<file path="src/design/gimbal_point_to_servo_pulses_assert.svh">
// Assertion macros shared by the gimbal pointing block.
// Every macro samples on clk_i and stays quiet while rst_ni is low.
`ifndef GIMBAL_POINT_TO_SERVO_PULSES_ASSERT_SVH
`define GIMBAL_POINT_TO_SERVO_PULSES_ASSERT_SVH

// The consequence holds in the same cycle as the antecedent.
`define GPTS_ASSERT_SAME(lbl, ante, cons, msg) \
  lbl: assert property (@(posedge clk_i) disable iff (!rst_ni) (ante) |-> (cons)) \
    else $error(msg);

// The consequence holds in the cycle after the antecedent.
`define GPTS_ASSERT_NEXT(lbl, ante, cons, msg) \
  lbl: assert property (@(posedge clk_i) disable iff (!rst_ni) (ante) |=> (cons)) \
    else $error(msg);

`endif

</file>
<file path="src/design/gpts_pkg.sv">
// ----------------------------------------------------------------------------
// gpts_pkg
// Types, constants and the arctangent table of the gimbal pointing block.
// ----------------------------------------------------------------------------
`timescale 1ns / 1ps
`default_nettype none

package gpts_pkg;

  // Port field widths
  localparam int POS_W      = 16;
  localparam int PULSE_W    = 16;
  localparam int ANGDEG_W   = 9;
  localparam int CFG_IDX_W  = 8;
  localparam int CFG_DATA_W = 16;

  // Angles are degrees in Q16, wide enough for offset angles up to 1024 deg
  localparam int ANG_W     = 27;
  localparam int FRAC_Q    = 16;
  localparam int GUARD     = 8;
  localparam int INV_GAIN  = 39797;
  localparam int TBL_LEN   = 24;
  localparam int GAIN_W    = 17;

  // Register indexes
  localparam logic [CFG_IDX_W-1:0] REG_MIN_ANGLE = 8'd0;
  localparam logic [CFG_IDX_W-1:0] REG_MAX_ANGLE = 8'd1;
  localparam logic [CFG_IDX_W-1:0] REG_MIN_PULSE = 8'd2;
  localparam logic [CFG_IDX_W-1:0] REG_MAX_PULSE = 8'd3;

  // Register reset values
  localparam logic [ANGDEG_W-1:0] RST_MIN_ANGLE = 9'd0;
  localparam logic [ANGDEG_W-1:0] RST_MAX_ANGLE = 9'd180;
  localparam logic [PULSE_W-1:0]  RST_MIN_PULSE = 16'd500;
  localparam logic [PULSE_W-1:0]  RST_MAX_PULSE = 16'd2500;

  // atan(2^-i) in degrees, Q16
  localparam logic signed [ANG_W-1:0] ATAN_TBL [TBL_LEN] = '{
    27'sd2949120, 27'sd1740967, 27'sd919879, 27'sd466945,
    27'sd234379,  27'sd117304,  27'sd58666,  27'sd29335,
    27'sd14668,   27'sd7334,    27'sd3667,   27'sd1833,
    27'sd917,     27'sd458,     27'sd229,    27'sd115,
    27'sd57,      27'sd29,      27'sd14,     27'sd7,
    27'sd4,       27'sd2,       27'sd1,      27'sd0
  };

  localparam logic signed [ANG_W-1:0] DEG90_Q16 = 27'sd5898240;

  typedef struct packed {
    logic [ANGDEG_W-1:0] min_ang;
    logic [ANGDEG_W-1:0] max_ang;
    logic [PULSE_W-1:0]  min_pulse;
    logic [PULSE_W-1:0]  max_pulse;
  } cfg_t;

endpackage

`default_nettype wire

</file>
<file path="src/design/gpts_cordic.sv">
// ----------------------------------------------------------------------------
// gpts_cordic
// Pipelined vectoring CORDIC with quadrant pre-rotation: angle of (x, y) in
// degrees Q16 and the unscaled magnitude, one register stage per iteration.
// ----------------------------------------------------------------------------
`timescale 1ns / 1ps
`default_nettype none

module gpts_cordic import gpts_pkg::*; #(
  parameter int XW     = 27,
  parameter int STAGES = 16,
  parameter int SW     = 27
) (
  input  logic                    clk_i,
  input  logic                    rst_ni,
  input  logic                    en_i,
  input  logic                    valid_i,
  input  logic signed [XW-1:0]    x_i,
  input  logic signed [XW-1:0]    y_i,
  input  logic [SW-1:0]           side_i,
  output logic                    valid_o,
  output logic signed [ANG_W-1:0] ang_o,
  output logic signed [XW-1:0]    mag_o,
  output logic [SW-1:0]           side_o
);

  logic signed [XW-1:0]    x_q   [STAGES+1];
  logic signed [XW-1:0]    y_q   [STAGES+1];
  logic signed [ANG_W-1:0] acc_q [STAGES+1];
  logic [SW-1:0]           side_q[STAGES+1];
  logic                    zero_q[STAGES+1];
  logic                    vld_q [STAGES+1];

  logic signed [XW-1:0]    x0_d, y0_d;
  logic signed [ANG_W-1:0] acc0_d;

  // Rotate the left half plane into the right half plane
  always_comb begin
    x0_d   = x_i;
    y0_d   = y_i;
    acc0_d = '0;
    if (x_i < 0) begin
      if (y_i >= 0) begin
        x0_d   = y_i;
        y0_d   = -x_i;
        acc0_d = DEG90_Q16;
      end else begin
        x0_d   = -y_i;
        y0_d   = x_i;
        acc0_d = -DEG90_Q16;
      end
    end
  end

  always_ff @(posedge clk_i or negedge rst_ni) begin
    if (!rst_ni) begin
      vld_q[0] <= 1'b0;
    end else if (en_i) begin
      vld_q[0] <= valid_i;
    end
  end

  always_ff @(posedge clk_i) begin
    if (en_i) begin
      x_q[0]    <= x0_d;
      y_q[0]    <= y0_d;
      acc_q[0]  <= acc0_d;
      side_q[0] <= side_i;
      zero_q[0] <= (x_i == '0) && (y_i == '0);
    end
  end

  // One micro-rotation per stage, driving y toward zero
  for (genvar i = 0; i < STAGES; i++) begin : g_iter
    logic signed [XW-1:0] xs, ys;
    assign xs = x_q[i] >>> i;
    assign ys = y_q[i] >>> i;

    always_ff @(posedge clk_i or negedge rst_ni) begin
      if (!rst_ni) begin
        vld_q[i+1] <= 1'b0;
      end else if (en_i) begin
        vld_q[i+1] <= vld_q[i];
      end
    end

    always_ff @(posedge clk_i) begin
      if (en_i) begin
        if (y_q[i] >= 0) begin
          x_q[i+1]   <= x_q[i] + ys;
          y_q[i+1]   <= y_q[i] - xs;
          acc_q[i+1] <= acc_q[i] + ATAN_TBL[i];
        end else begin
          x_q[i+1]   <= x_q[i] - ys;
          y_q[i+1]   <= y_q[i] + xs;
          acc_q[i+1] <= acc_q[i] - ATAN_TBL[i];
        end
        side_q[i+1] <= side_q[i];
        zero_q[i+1] <= zero_q[i];
      end
    end
  end

  // The origin has angle zero; its magnitude is zero by itself
  assign valid_o = vld_q[STAGES];
  assign ang_o   = zero_q[STAGES] ? '0 : acc_q[STAGES];
  assign mag_o   = x_q[STAGES];
  assign side_o  = side_q[STAGES];

endmodule

`default_nettype wire

</file>
<file path="config.mk">
export PLATFORM = sky130hd
export DESIGN_NAME = gpts_cordic
export DESIGN_NICKNAME = d
export VERILOG_FILES = /design/src/design/gimbal_point_to_servo_pulses_assert.svh /design/src/design/gpts_pkg.sv /design/src/design/gpts_cordic.sv
export SDC_FILE = /design/constraint.sdc
export NUM_CORES = 2
export LEC_CHECK = 0
export BUFFER_PORTS_ARGS = -buffer_cell sky130_fd_sc_hd__buf_2
export CAP_MARGIN = 20
export CORE_ASPECT_RATIO = 1.75
export CORE_UTILIZATION = 59
export DETAILED_ROUTE_END_ITERATION = 10
export PLACE_DENSITY = 0.84
export SLEW_MARGIN = 0
export SYNTH_ARGS = -nofsm -noshare
export SYNTH_HDL_FRONTEND = slang
export SYNTH_SLANG_ARGS = --single-unit
</file>
<file path="constraint.sdc">
create_clock -name clk_i -period 4.85 [get_ports clk_i]
set_clock_uncertainty 0.05 [all_clocks]
set_input_delay 0.2425 -clock clk_i [delete_from_list [all_inputs] [get_ports clk_i]]
set_output_delay 0.2425 -clock clk_i [all_outputs]
set_load 0.05 [all_outputs]
</file>
==> impl_metrics.json <==
{
  "initial_utilization_pct": 59.4,
  "clk_latency_ns": 0.89,
  "final_antenna_net_count": 0,
  "critical_path_class": "input port to flip-flop",
  "synth_fa_ha_area_share_pct": 13.0,
  "slew_violations": 0,
  "ys_seq_area_share_pct": 42.5,
  "grt_max_degree": 182,
  "synth_edf_count": 1740,
  "holdCritPathClass": "input port to flip-flop",
  "maxCapViolCount": 0,
  "period_minus_slack_ns": 4.78,
  "max_clock_freq_mhz": 209,
  "dp_hpwl_um": 303000,
  "port_buffers": 165,
  "synth_compound_area_share_pct": 18.0,
  "cts_buffers": 177,
  "ys_dominant_reg_cell": "edfxtp_1",
  "grt_overflow_total": 0,
  "ys_seq_elements": 1757,
  "cts.sink_count": 1757,
  "syn_nets": 13474,
  "ys_async_sr_fraction_pct": 0.968,
  "cts_buffer_depth": 4,
  "setup_viol": 0,
  "synth_top_family_by_area": "compound AO/OA/AOI/OAI gates",
  "wirelength_um": 395000,
  "slew_headroom_pct": 22.1,
  "crit_required_ns": 5.37,
  "grt_use_total_pct": 36.7,
  "synth-xor-area-share_pct": 10.7,
  "muxShareOfSynthArea_pct": 0.924,
  "synthCells": 12131,
  "yosys_warnings": 0,
  "design.die.area_mm2": 0.212,
  "holdWs_ns": 0.0415,
  "nNetsFinal": 14283,
  "hold_viol_final": 0,
  "grt_pass1_vias": 103181,
  "start_kind": "input port",
  "drt-initial-drc-count": 6766,
  "drc": 0,
  "pin_count": 167,
  "tightest_slew_ns": 1.16,
  "antenna_found_initial": 15,
  "synth_cell_types": 92,
  "dieHeight_um": 608,
  "syn-mean-instance-area_um2": 10.2,
  "fin_crit_sh_pct": 98.5,
  "fillers": 15883,
  "arrival_ns": 5.30,
  "final_common_cell": "edfxtp_1",
  "ctsRootBufferMaster": "clkbuf_16",
  "grt_pass1_wl_um": 591000,
  "clkTransAtPathRegs_ns": 0.07,
  "core_mm2": 0.209,
  "drt_first_pass_iters": 7,
  "netlist_area_mm2": 0.124,
  "synthSimpleGateAreaFrac_pct": 12.6,
  "rows": 222,
  "die_x_um": 349,
  "crit_fanout": 28,
  "setup.worst_path.end_class": "flip-flop",
  "drive_gt1_share_pct": 9.28,
  "cts_tree": "built",
  "avgViaCountPerCell": 6.32,
  "area_growth_pct": 12.3,
  "wire_per_inst_um": 24.9,
  "vias": 100463,
  "layout_common_cells": "edfxtp_1, ha_1, a21oi_1, xnor2_1, nor2_1",
  "gp_congestion": 1.06,
  "htreeDepth": 4,
  "outcome": "completed"
}
registers in the layout (all words and copies together) (netlist names):
register	cells
valid_o	1
vld_q	16
side_q	459
y_q	417
acc_q	389
x_q	458
zero_q	17
cell usage after synthesis (115+ instances only):
cell         n  area share [%]
a21oi_1   1042             4.2
a31oi_1    119            0.60
inv_1      547             1.7
edfxtp_1  1740              42
o21bai_1   151            0.91
nor2b_1    212             1.1
a21o_1     450             2.7
and3_1     122            0.62
nor2_1     949             2.9
xnor2_1    989             7.0
o21a_1     199             1.2
a211oi_1   115            0.70
xor2_1     519             3.7
o21ai_0    735             3.0
o31ai_1    134            0.81
clkbuf_1   208            0.63
nand2b_1   176            0.89
nor3_1     315             1.3
nand2_1    695             2.1
nand3_1    233            0.94
ha_1      1216              12
per-stage QoR:
stage | setup TNS [ns] | cell area [um2] | cells | util (%) | setup WS, ns
after floorplan | 0 | 124000 | 12131 | - | 0.0845
after global placement | -0.637 | 132000 | 15423 | 63.1 | -0.199
after detailed placement | -1.11 | 132000 | 15423 | 63.1 | -0.332
after CTS | 0 | 139000 | 15852 | 66.5 | 0.0118
after global routing | -0.119 | 139000 | 15876 | 66.6 | -0.0713
final | 0 | 139000 | 15887 | 66.7 | 0.0728
routing by layer:
metal / track usage, % / part of all wire, %
met5: 0.161 / 0.016
met4: 39.9 / 13
met3: 6.23 / 4.7
met2: 69.6 / 54
met1: 29.7 / 29
final cells by class:
type | count | area (um2) | share of cell area [%]
inverters | 556 | 2090 | 1.50
well taps | 2800 | 3500 | 2.52
clock buffers | 200 | 4590 | 3.30
multi-input cells | 9579 | 68500 | 49.2
flip-flops and latches | 1757 | 52700 | 37.8
clock inverters | 106 | 1190 | 0.855
repair buffers | 869 | 6590 | 4.73
diodes | 20 | 50.0 | 0.0359
what timing repair did:
item | in CTS | in global routing
buffers inserted | 0 | 12
pin swaps | 1 | 6
hold endpoints to repair | 119 | 4
endpoints found under the setup margin | 9 | 34
hold buffers | 123 | 1
resized for setup | 6 | 39
cells by family after synthesis:
kind of cell / after synthesis
adders and majority gates: 1258
other: 1
AOI/OAI and AO/OA: 3501
xor gates and xnor gates: 1508
buffers and inverters: 795
muxes: 107
and+or+nand+nor: 3204
DFF: 1757
worst max-delay path, cell delays in order:
cell and delay, ns:
dlygate4sd3_1 0.57, buf_12 0.27, nand2_1 0.22, buf_12 0.22
buf_4 0.15, o31ai_1 0.08, xnor2_1 0.24, ha_1 0.46
o21ai_0 0.21, o211ai_1 0.28, a31oi_1 0.14, buf_4 0.16
a211o_1 0.38, o21ai_0 0.66, a211oi_1 0.21, o21ai_0 0.32
a221oi_1 0.14, xnor2_1 0.14
final timing paths:
check | startpoint | end | slack [ns] | depth (start not counted)
setup reg to reg | x_q[8][11]$_DFFE_PP_ | y_q[9][25]$_DFFE_PP_ | 0.10 | 16
hold reg to reg | side_q[7][11]$_DFFE_PP_ | side_q[8][11]$_DFFE_PP_ | 0.34 | 0
setup / recovery | en_i | y_q[8][25]$_DFFE_PP_ | 0.07 | 18
max in group asynchronous | rst_ni | vld_q[11]$_DFFE_PN0P_ | 3.78 | 3
hold / removal | side_i[11] | side_q[0][11]$_DFFE_PP_ | 0.04 | 2
min in group asynchronous | rst_ni | vld_q[6]$_DFFE_PN0P_ | 0.47 | 3
Power is left out: the tool's default activity adds up to more than one toggle a clock period on the data nets, which glitch-free logic cannot reach.
