### config.mk
export PLATFORM = sky130hd
export DESIGN_NAME = gpts_pulse
export DESIGN_NICKNAME = d
export VERILOG_FILES = /design/src/design/gimbal_point_to_servo_pulses_assert.svh /design/src/design/gpts_pkg.sv /design/src/design/gpts_pulse.sv
export SDC_FILE = /design/constraint.sdc
export NUM_CORES = 2
export LEC_CHECK = 0
export BUFFER_PORTS_ARGS = -buffer_cell sky130_fd_sc_hd__buf_2
export CAP_MARGIN = 20
export CORE_MARGIN = 5
export CORE_UTILIZATION = 35
export CTS_CLUSTER_DIAMETER = 120
export DETAILED_ROUTE_END_ITERATION = 7
export PLACE_DENSITY = 0.57
export SETUP_SLACK_MARGIN = 0.05
export SLEW_MARGIN = 20
export SYNTH_ARGS = -nofsm -noshare
export SYNTH_HDL_FRONTEND = slang
export SYNTH_SLANG_ARGS = --single-unit
### constraint.sdc
create_clock -name clk_i -period 8.55 [get_ports clk_i]
set_input_delay 2.1375 -clock clk_i [delete_from_list [all_inputs] [get_ports clk_i]]
set_output_delay 2.1375 -clock clk_i [all_outputs]
set_load 0.02 [all_outputs]
### src/design/gimbal_point_to_servo_pulses_assert.svh
// Assertion macros shared by the gimbal pointing block.
// Every macro samples on clk_i and stays quiet while rst_ni is low.
`ifndef GIMBAL_POINT_TO_SERVO_PULSES_ASSERT_SVH
`define GIMBAL_POINT_TO_SERVO_PULSES_ASSERT_SVH

// The consequence holds in the same cycle as the antecedent.
`define GPTS_ASSERT_SAME(lbl, ante, cons, msg) \
  lbl: assert property (@(posedge clk_i) disable iff (!rst_ni) (ante) |-> (cons)) \
    else $error(msg);

// The consequence holds in the cycle after the antecedent.
`define GPTS_ASSERT_NEXT(lbl, ante, cons, msg) \
  lbl: assert property (@(posedge clk_i) disable iff (!rst_ni) (ante) |=> (cons)) \
    else $error(msg);

`endif

### src/design/gpts_pkg.sv
// ----------------------------------------------------------------------------
// gpts_pkg
// Types, constants and the arctangent table of the gimbal pointing block.
// ----------------------------------------------------------------------------
`timescale 1ns / 1ps
`default_nettype none

package gpts_pkg;

  // Port field widths
  localparam int POS_W      = 16;
  localparam int PULSE_W    = 16;
  localparam int ANGDEG_W   = 9;
  localparam int CFG_IDX_W  = 8;
  localparam int CFG_DATA_W = 16;

  // Angles are degrees in Q16, wide enough for offset angles up to 1024 deg
  localparam int ANG_W     = 27;
  localparam int FRAC_Q    = 16;
  localparam int GUARD     = 8;
  localparam int INV_GAIN  = 39797;
  localparam int TBL_LEN   = 24;
  localparam int GAIN_W    = 17;

  // Register indexes
  localparam logic [CFG_IDX_W-1:0] REG_MIN_ANGLE = 8'd0;
  localparam logic [CFG_IDX_W-1:0] REG_MAX_ANGLE = 8'd1;
  localparam logic [CFG_IDX_W-1:0] REG_MIN_PULSE = 8'd2;
  localparam logic [CFG_IDX_W-1:0] REG_MAX_PULSE = 8'd3;

  // Register reset values
  localparam logic [ANGDEG_W-1:0] RST_MIN_ANGLE = 9'd0;
  localparam logic [ANGDEG_W-1:0] RST_MAX_ANGLE = 9'd180;
  localparam logic [PULSE_W-1:0]  RST_MIN_PULSE = 16'd500;
  localparam logic [PULSE_W-1:0]  RST_MAX_PULSE = 16'd2500;

  // atan(2^-i) in degrees, Q16
  localparam logic signed [ANG_W-1:0] ATAN_TBL [TBL_LEN] = '{
    27'sd2949120, 27'sd1740967, 27'sd919879, 27'sd466945,
    27'sd234379,  27'sd117304,  27'sd58666,  27'sd29335,
    27'sd14668,   27'sd7334,    27'sd3667,   27'sd1833,
    27'sd917,     27'sd458,     27'sd229,    27'sd115,
    27'sd57,      27'sd29,      27'sd14,     27'sd7,
    27'sd4,       27'sd2,       27'sd1,      27'sd0
  };

  localparam logic signed [ANG_W-1:0] DEG90_Q16 = 27'sd5898240;

  typedef struct packed {
    logic [ANGDEG_W-1:0] min_ang;
    logic [ANGDEG_W-1:0] max_ang;
    logic [PULSE_W-1:0]  min_pulse;
    logic [PULSE_W-1:0]  max_pulse;
  } cfg_t;

endpackage

`default_nettype wire

### src/design/gpts_pulse.sv
// ----------------------------------------------------------------------------
// gpts_pulse
// Maps an angle onto a servo pulse width: offset, round, clamp to the angle
// limits, linear map with a pipelined restoring divider, clamp to the pulse
// limits.
// ----------------------------------------------------------------------------
`timescale 1ns / 1ps
`default_nettype none

module gpts_pulse import gpts_pkg::*; #(
  parameter int AF         = 8,
  parameter int OFFSET_DEG = 90
) (
  input  logic                    clk_i,
  input  logic                    rst_ni,
  input  logic                    en_i,
  input  logic                    valid_i,
  input  logic signed [ANG_W-1:0] ang_i,
  input  cfg_t                    cfg_i,
  output logic                    valid_o,
  output logic [PULSE_W-1:0]      pulse_o
);

  localparam int SH  = FRAC_Q - AF;
  localparam int AW  = ANG_W - SH;
  localparam int LW  = ANGDEG_W + AF;
  localparam int DW  = LW + PULSE_W;
  localparam int NW  = DW + 2;
  localparam int RND = (2 ** SH) / 2;
  localparam logic signed [ANG_W-1:0] OFS =
    ANG_W'(OFFSET_DEG * (2 ** FRAC_Q) + RND);

  // Limits in angle units, span and pulse delta follow the registers
  logic [LW-1:0]          lo, hi, den;
  logic signed [AW-1:0]   lo_x, hi_x;
  logic signed [PULSE_W:0] pdelta;
  logic                   degen;

  assign lo     = {cfg_i.min_ang, AF'(0)};
  assign hi     = {cfg_i.max_ang, AF'(0)};
  assign den    = hi - lo;
  assign lo_x   = $signed({2'b00, lo});
  assign hi_x   = $signed({2'b00, hi});
  assign pdelta = $signed({1'b0, cfg_i.max_pulse}) - $signed({1'b0, cfg_i.min_pulse});
  assign degen  = cfg_i.max_ang <= cfg_i.min_ang;

  // Stage 1: add offset and rounding bias
  logic signed [ANG_W-1:0] sum_q;
  logic                    v1_q;

  // Stage 2: round, clamp, distance from the low limit
  logic signed [AW-1:0] a_s;
  logic [LW-1:0]        clamp_d;
  logic [LW-1:0]        diff_q;
  logic                 v2_q;

  assign a_s = $signed(sum_q[ANG_W-1:SH]);

  always_comb begin
    if (a_s < lo_x) begin
      clamp_d = lo;
    end else if (a_s > hi_x) begin
      clamp_d = hi;
    end else begin
      clamp_d = a_s[LW-1:0];
    end
  end

  // Stage 3: the two products of the linear map
  logic [DW-1:0]        m1_q;
  logic signed [NW-1:0] m2_q;
  logic                 v3_q;

  // Stage 4: dividend
  logic signed [NW-1:0] num_d;
  logic [DW-1:0]        rem_q [PULSE_W+1];
  logic [PULSE_W-1:0]   quo_q [PULSE_W+1];
  logic                 vd_q  [PULSE_W+1];

  assign num_d = $signed({2'b00, m1_q}) + m2_q;

  always_ff @(posedge clk_i or negedge rst_ni) begin
    if (!rst_ni) begin
      v1_q     <= 1'b0;
      v2_q     <= 1'b0;
      v3_q     <= 1'b0;
      vd_q[0]  <= 1'b0;
    end else if (en_i) begin
      v1_q     <= valid_i;
      v2_q     <= v1_q;
      v3_q     <= v2_q;
      vd_q[0]  <= v3_q;
    end
  end

  always_ff @(posedge clk_i) begin
    if (en_i) begin
      sum_q    <= ang_i + OFS;
      diff_q   <= clamp_d - lo;
      m1_q     <= cfg_i.min_pulse * den;
      m2_q     <= $signed({1'b0, diff_q}) * pdelta;
      rem_q[0] <= num_d[DW-1:0];
      quo_q[0] <= '0;
    end
  end

  // One quotient bit per stage, most significant first
  for (genvar j = 0; j < PULSE_W; j++) begin : g_div
    localparam int K = PULSE_W - 1 - j;
    logic [DW-1:0] dsh;
    logic [DW:0]   trial;
    assign dsh   = DW'(den) << K;
    assign trial = {1'b0, rem_q[j]} - {1'b0, dsh};

    always_ff @(posedge clk_i or negedge rst_ni) begin
      if (!rst_ni) begin
        vd_q[j+1] <= 1'b0;
      end else if (en_i) begin
        vd_q[j+1] <= vd_q[j];
      end
    end

    always_ff @(posedge clk_i) begin
      if (en_i) begin
        if (!trial[DW]) begin
          rem_q[j+1] <= trial[DW-1:0];
          quo_q[j+1] <= quo_q[j] | (PULSE_W'(1) << K);
        end else begin
          rem_q[j+1] <= rem_q[j];
          quo_q[j+1] <= quo_q[j];
        end
      end
    end
  end

  // Clamp low first, then high; an angle range with max not above min gives the low pulse
  always_comb begin
    pulse_o = quo_q[PULSE_W];
    if (pulse_o < cfg_i.min_pulse) begin
      pulse_o = cfg_i.min_pulse;
    end
    if (pulse_o > cfg_i.max_pulse) begin
      pulse_o = cfg_i.max_pulse;
    end
    if (degen) begin
      pulse_o = cfg_i.min_pulse;
    end
  end

  assign valid_o = vd_q[PULSE_W];

endmodule

`default_nettype wire

==> impl_metrics.toml <==
[layout]
multi_input_area_sq_um = 26800
seq_area_sq_um = 19200
area_growth_pct = 18.2
final_cell_mix = "edfxtp_1, inv_1, ha_1"
drive_above_1_share_pct = 16.9
nFillCells = 12900
fin_nets = 5646
layout_commonest_cell = "edfxtp_1"

[cts]
clk_latency_ps = 670
cts_sinks = 642
clockBufferDepth = 3
tritoncts = "done"
clkTransAtPathRegs_ps = 60
cts_buffers = 73
clockRootBuffer = "clkbuf_16"
cts_max_level = 3

[worst_setup_path]
cp_max_fo = 5
max_stage_delay_ps = 560
worstSetupPathType = "in2reg"
ff2ff_path_depth = 22
crit_required_ps = 8950
cp.arrival_ps = 9150
slowest_stage = "fa_1"
worstSetupStartpointType = "input pin"
reg2reg_to = "m2_q[27]$_DFFE_PP_"
cp-end-kind = "register"
cp_common_cell = "fa_1"
ff2ff_setup_slack_ps = 2170
rr_startpoint = "diff_q[6]$_SDFFCE_PP0P_"

[grt]
grt_pass1_vias = 32700
antenna_found_initial = 8
grt_use_total_pct = 15.0
grt-ovfl-total = 0
grt_max_degree = 115
grt_pass1_wl_mm = 172

[sta]
finalSetupViolCount = 10
fmax_mhz = 114
whs_ps = 404
tightest_slew_ps = 962
relSlewSlack_pct = 35.4
rsz0062_at_grt = "true"
post-route-period-util_pct = 102
hold_viol_final = 0
fin_ws_ps = -200
timing.final.crit_period_ps = 8750
tns_ps = -1370
slew_viol_final = 0
fin_skew_ps = 22.0

[run_status]
status = "complete, but fails checks"
violations = "negative setup slack"

[synth]
synth_edf_count = 622
ys_seq_area_share_pct = 40.2
synth_cell_types = 78
synth_cells = 4349
synth.avg_cell_area_sq_um = 11.0
synth_fp_nets = 5228
synthFlopType = "edfxtp_1"
synth.cell_area_sq_um = 47700
ys_warn_count = 0
synthArstFlopShare_pct = 3.12
ys_ff_latch = 642

[routing]
via_count = 31900
vias_per_cell = 4.82
wl_per_cell_microns = 16.3
first_iter_violations = 1583
drt-total-wl_mm = 107
first_pass_iters = 5
ant_nets = 0
drc = 0

[floorplanning]
die_w_microns = 379
dieArea_sq_um = 144000
dieHeight_microns = 379
start_util_pct = 35.2
core-area_sq_um = 135000
io_pins = 98
num_rows = 135

[worst_hold_path]
min_path_type = "reg2reg"
worstHoldStart = "rem_q[3][12]$_DFFE_PP_"
hold_path_end = "rem_q[4][12]$_DFFE_PP_"
hold_path_depth = 0

[placed_design]
port_buffers = 90
place_hpwl_mm = 84.8
place.gp.congestion = 0.849
preCtsSetupSlack_ps = -1400

[flow_run]
maxCapViolations = 0
==> worst max path at each step <==
stage | startpoint | end | slack, ps | cells after the start
after floorplan | cfg_i[17] | m2_q[27]$_DFFE_PP_ | -520 | 31
after CTS | cfg_i[17] | m2_q[27]$_DFFE_PP_ | -250 | 32
after global routing | cfg_i[17] | m2_q[27]$_DFFE_PP_ | -410 | 33
after global placement | cfg_i[17] | m2_q[27]$_DFFE_PP_ | -1340 | 32
final | cfg_i[17] | m2_q[27]$_DFFE_PP_ | -200 | 32
after detailed placement | cfg_i[17] | m2_q[27]$_DFFE_PP_ | -1400 | 32
==> routing by layer <==
metal | GRT usage [%] | wire length (microns)
met4 | 4.35 | 3020
met5 | 0 | 11
met1 | 19.8 | 48400
met3 | 3.22 | 5180
met2 | 25.0 | 50800
==> registers in the layout, indices dropped and copies added (netlist names) <==
signal and flops:
m2_q 25, sum_q 19, vd_q 16, v2_q 1
rem_q 400, v1_q 1, valid_o 1, v3_q 1
quo_q 136, m1_q 25, diff_q 17
==> kinds of logic after synthesis <==
logic type               share of synthesized area [%]
AO/OA/AOI/OAI                                     8.21
adder cells (fa/ha/maj)                           26.3
flip-flops                                        40.2
AND/OR/NAND/NOR                                   11.8
buffers and inverters                             5.51
multiplexers                                      2.47
XOR/XNOR                                          5.48
==> per-stage QoR <==
step | util (%) | area (sq um) | instances
global placement | 39.1 | 52900 | 6447
global route | 41.6 | 56300 | 6605
floorplan | - | 48100 | 4349
CTS | 41.0 | 55600 | 6588
finish | 41.6 | 56300 | 6607
detailed placement | 39.1 | 52900 | 6447
==> final cells by class <==
class	instances	area share, %
Multi-Input combinational cell	3009	47.6
Sequential cell	642	34.0
Timing Repair Buffer	451	6.15
Inverter	590	4.02
Tap cell	1781	3.96
Clock buffer	88	3.34
Clock inverter	44	0.833
Antenna cell	2	0.00888
==> critical path: cells and delay by family <==
family | cells | cell delay, ps
fa+ha+maj | 8 | 3420
compound gates | 11 | 2100
simple gates | 5 | 710
buf+inv | 6 | 560
xor+xnor | 2 | 210
==> cell usage after synthesis, types with 11 or more instances <==
library cell,count,share of area (%)
mux2i_1,31,0.65
inv_1,585,4.6
fa_1,338,14
ha_1,460,12
nand4_1,30,0.39
nor4_1,32,0.42
nor2b_1,69,0.91
o21ai_0,161,1.7
edfxtp_1,622,39
nand3_1,41,0.43
a31oi_1,13,0.17
o21a_1,43,0.68
nand2b_1,48,0.63
nor2_1,259,2.0
nand2_1,416,3.3
nor3_1,66,0.69
a21oi_1,211,2.2
or4_1,11,0.17
xor2_1,114,2.1
clkbuf_1,102,0.80
a21o_1,67,1.1
dfrtp_1,20,1.0
a21boi_0,22,0.35
o21bai_1,27,0.43
or3_1,25,0.33
and2_1,110,1.4
xnor2_1,184,3.4
a211oi_1,13,0.20
mux2_2,72,1.7
==> timing repair <==
item / in CTS / in global routing
hold buffers: 0 / 0
gates cloned: 1 / 0
pin swaps: 36 / 84
gates resized for setup: 54 / 131
endpoints found under the setup margin: 31 / 37
setup buffers: 8 / 18
Power is not shown: default switching activity piles up to over one toggle a cycle in this logic, so the estimate is an artifact.
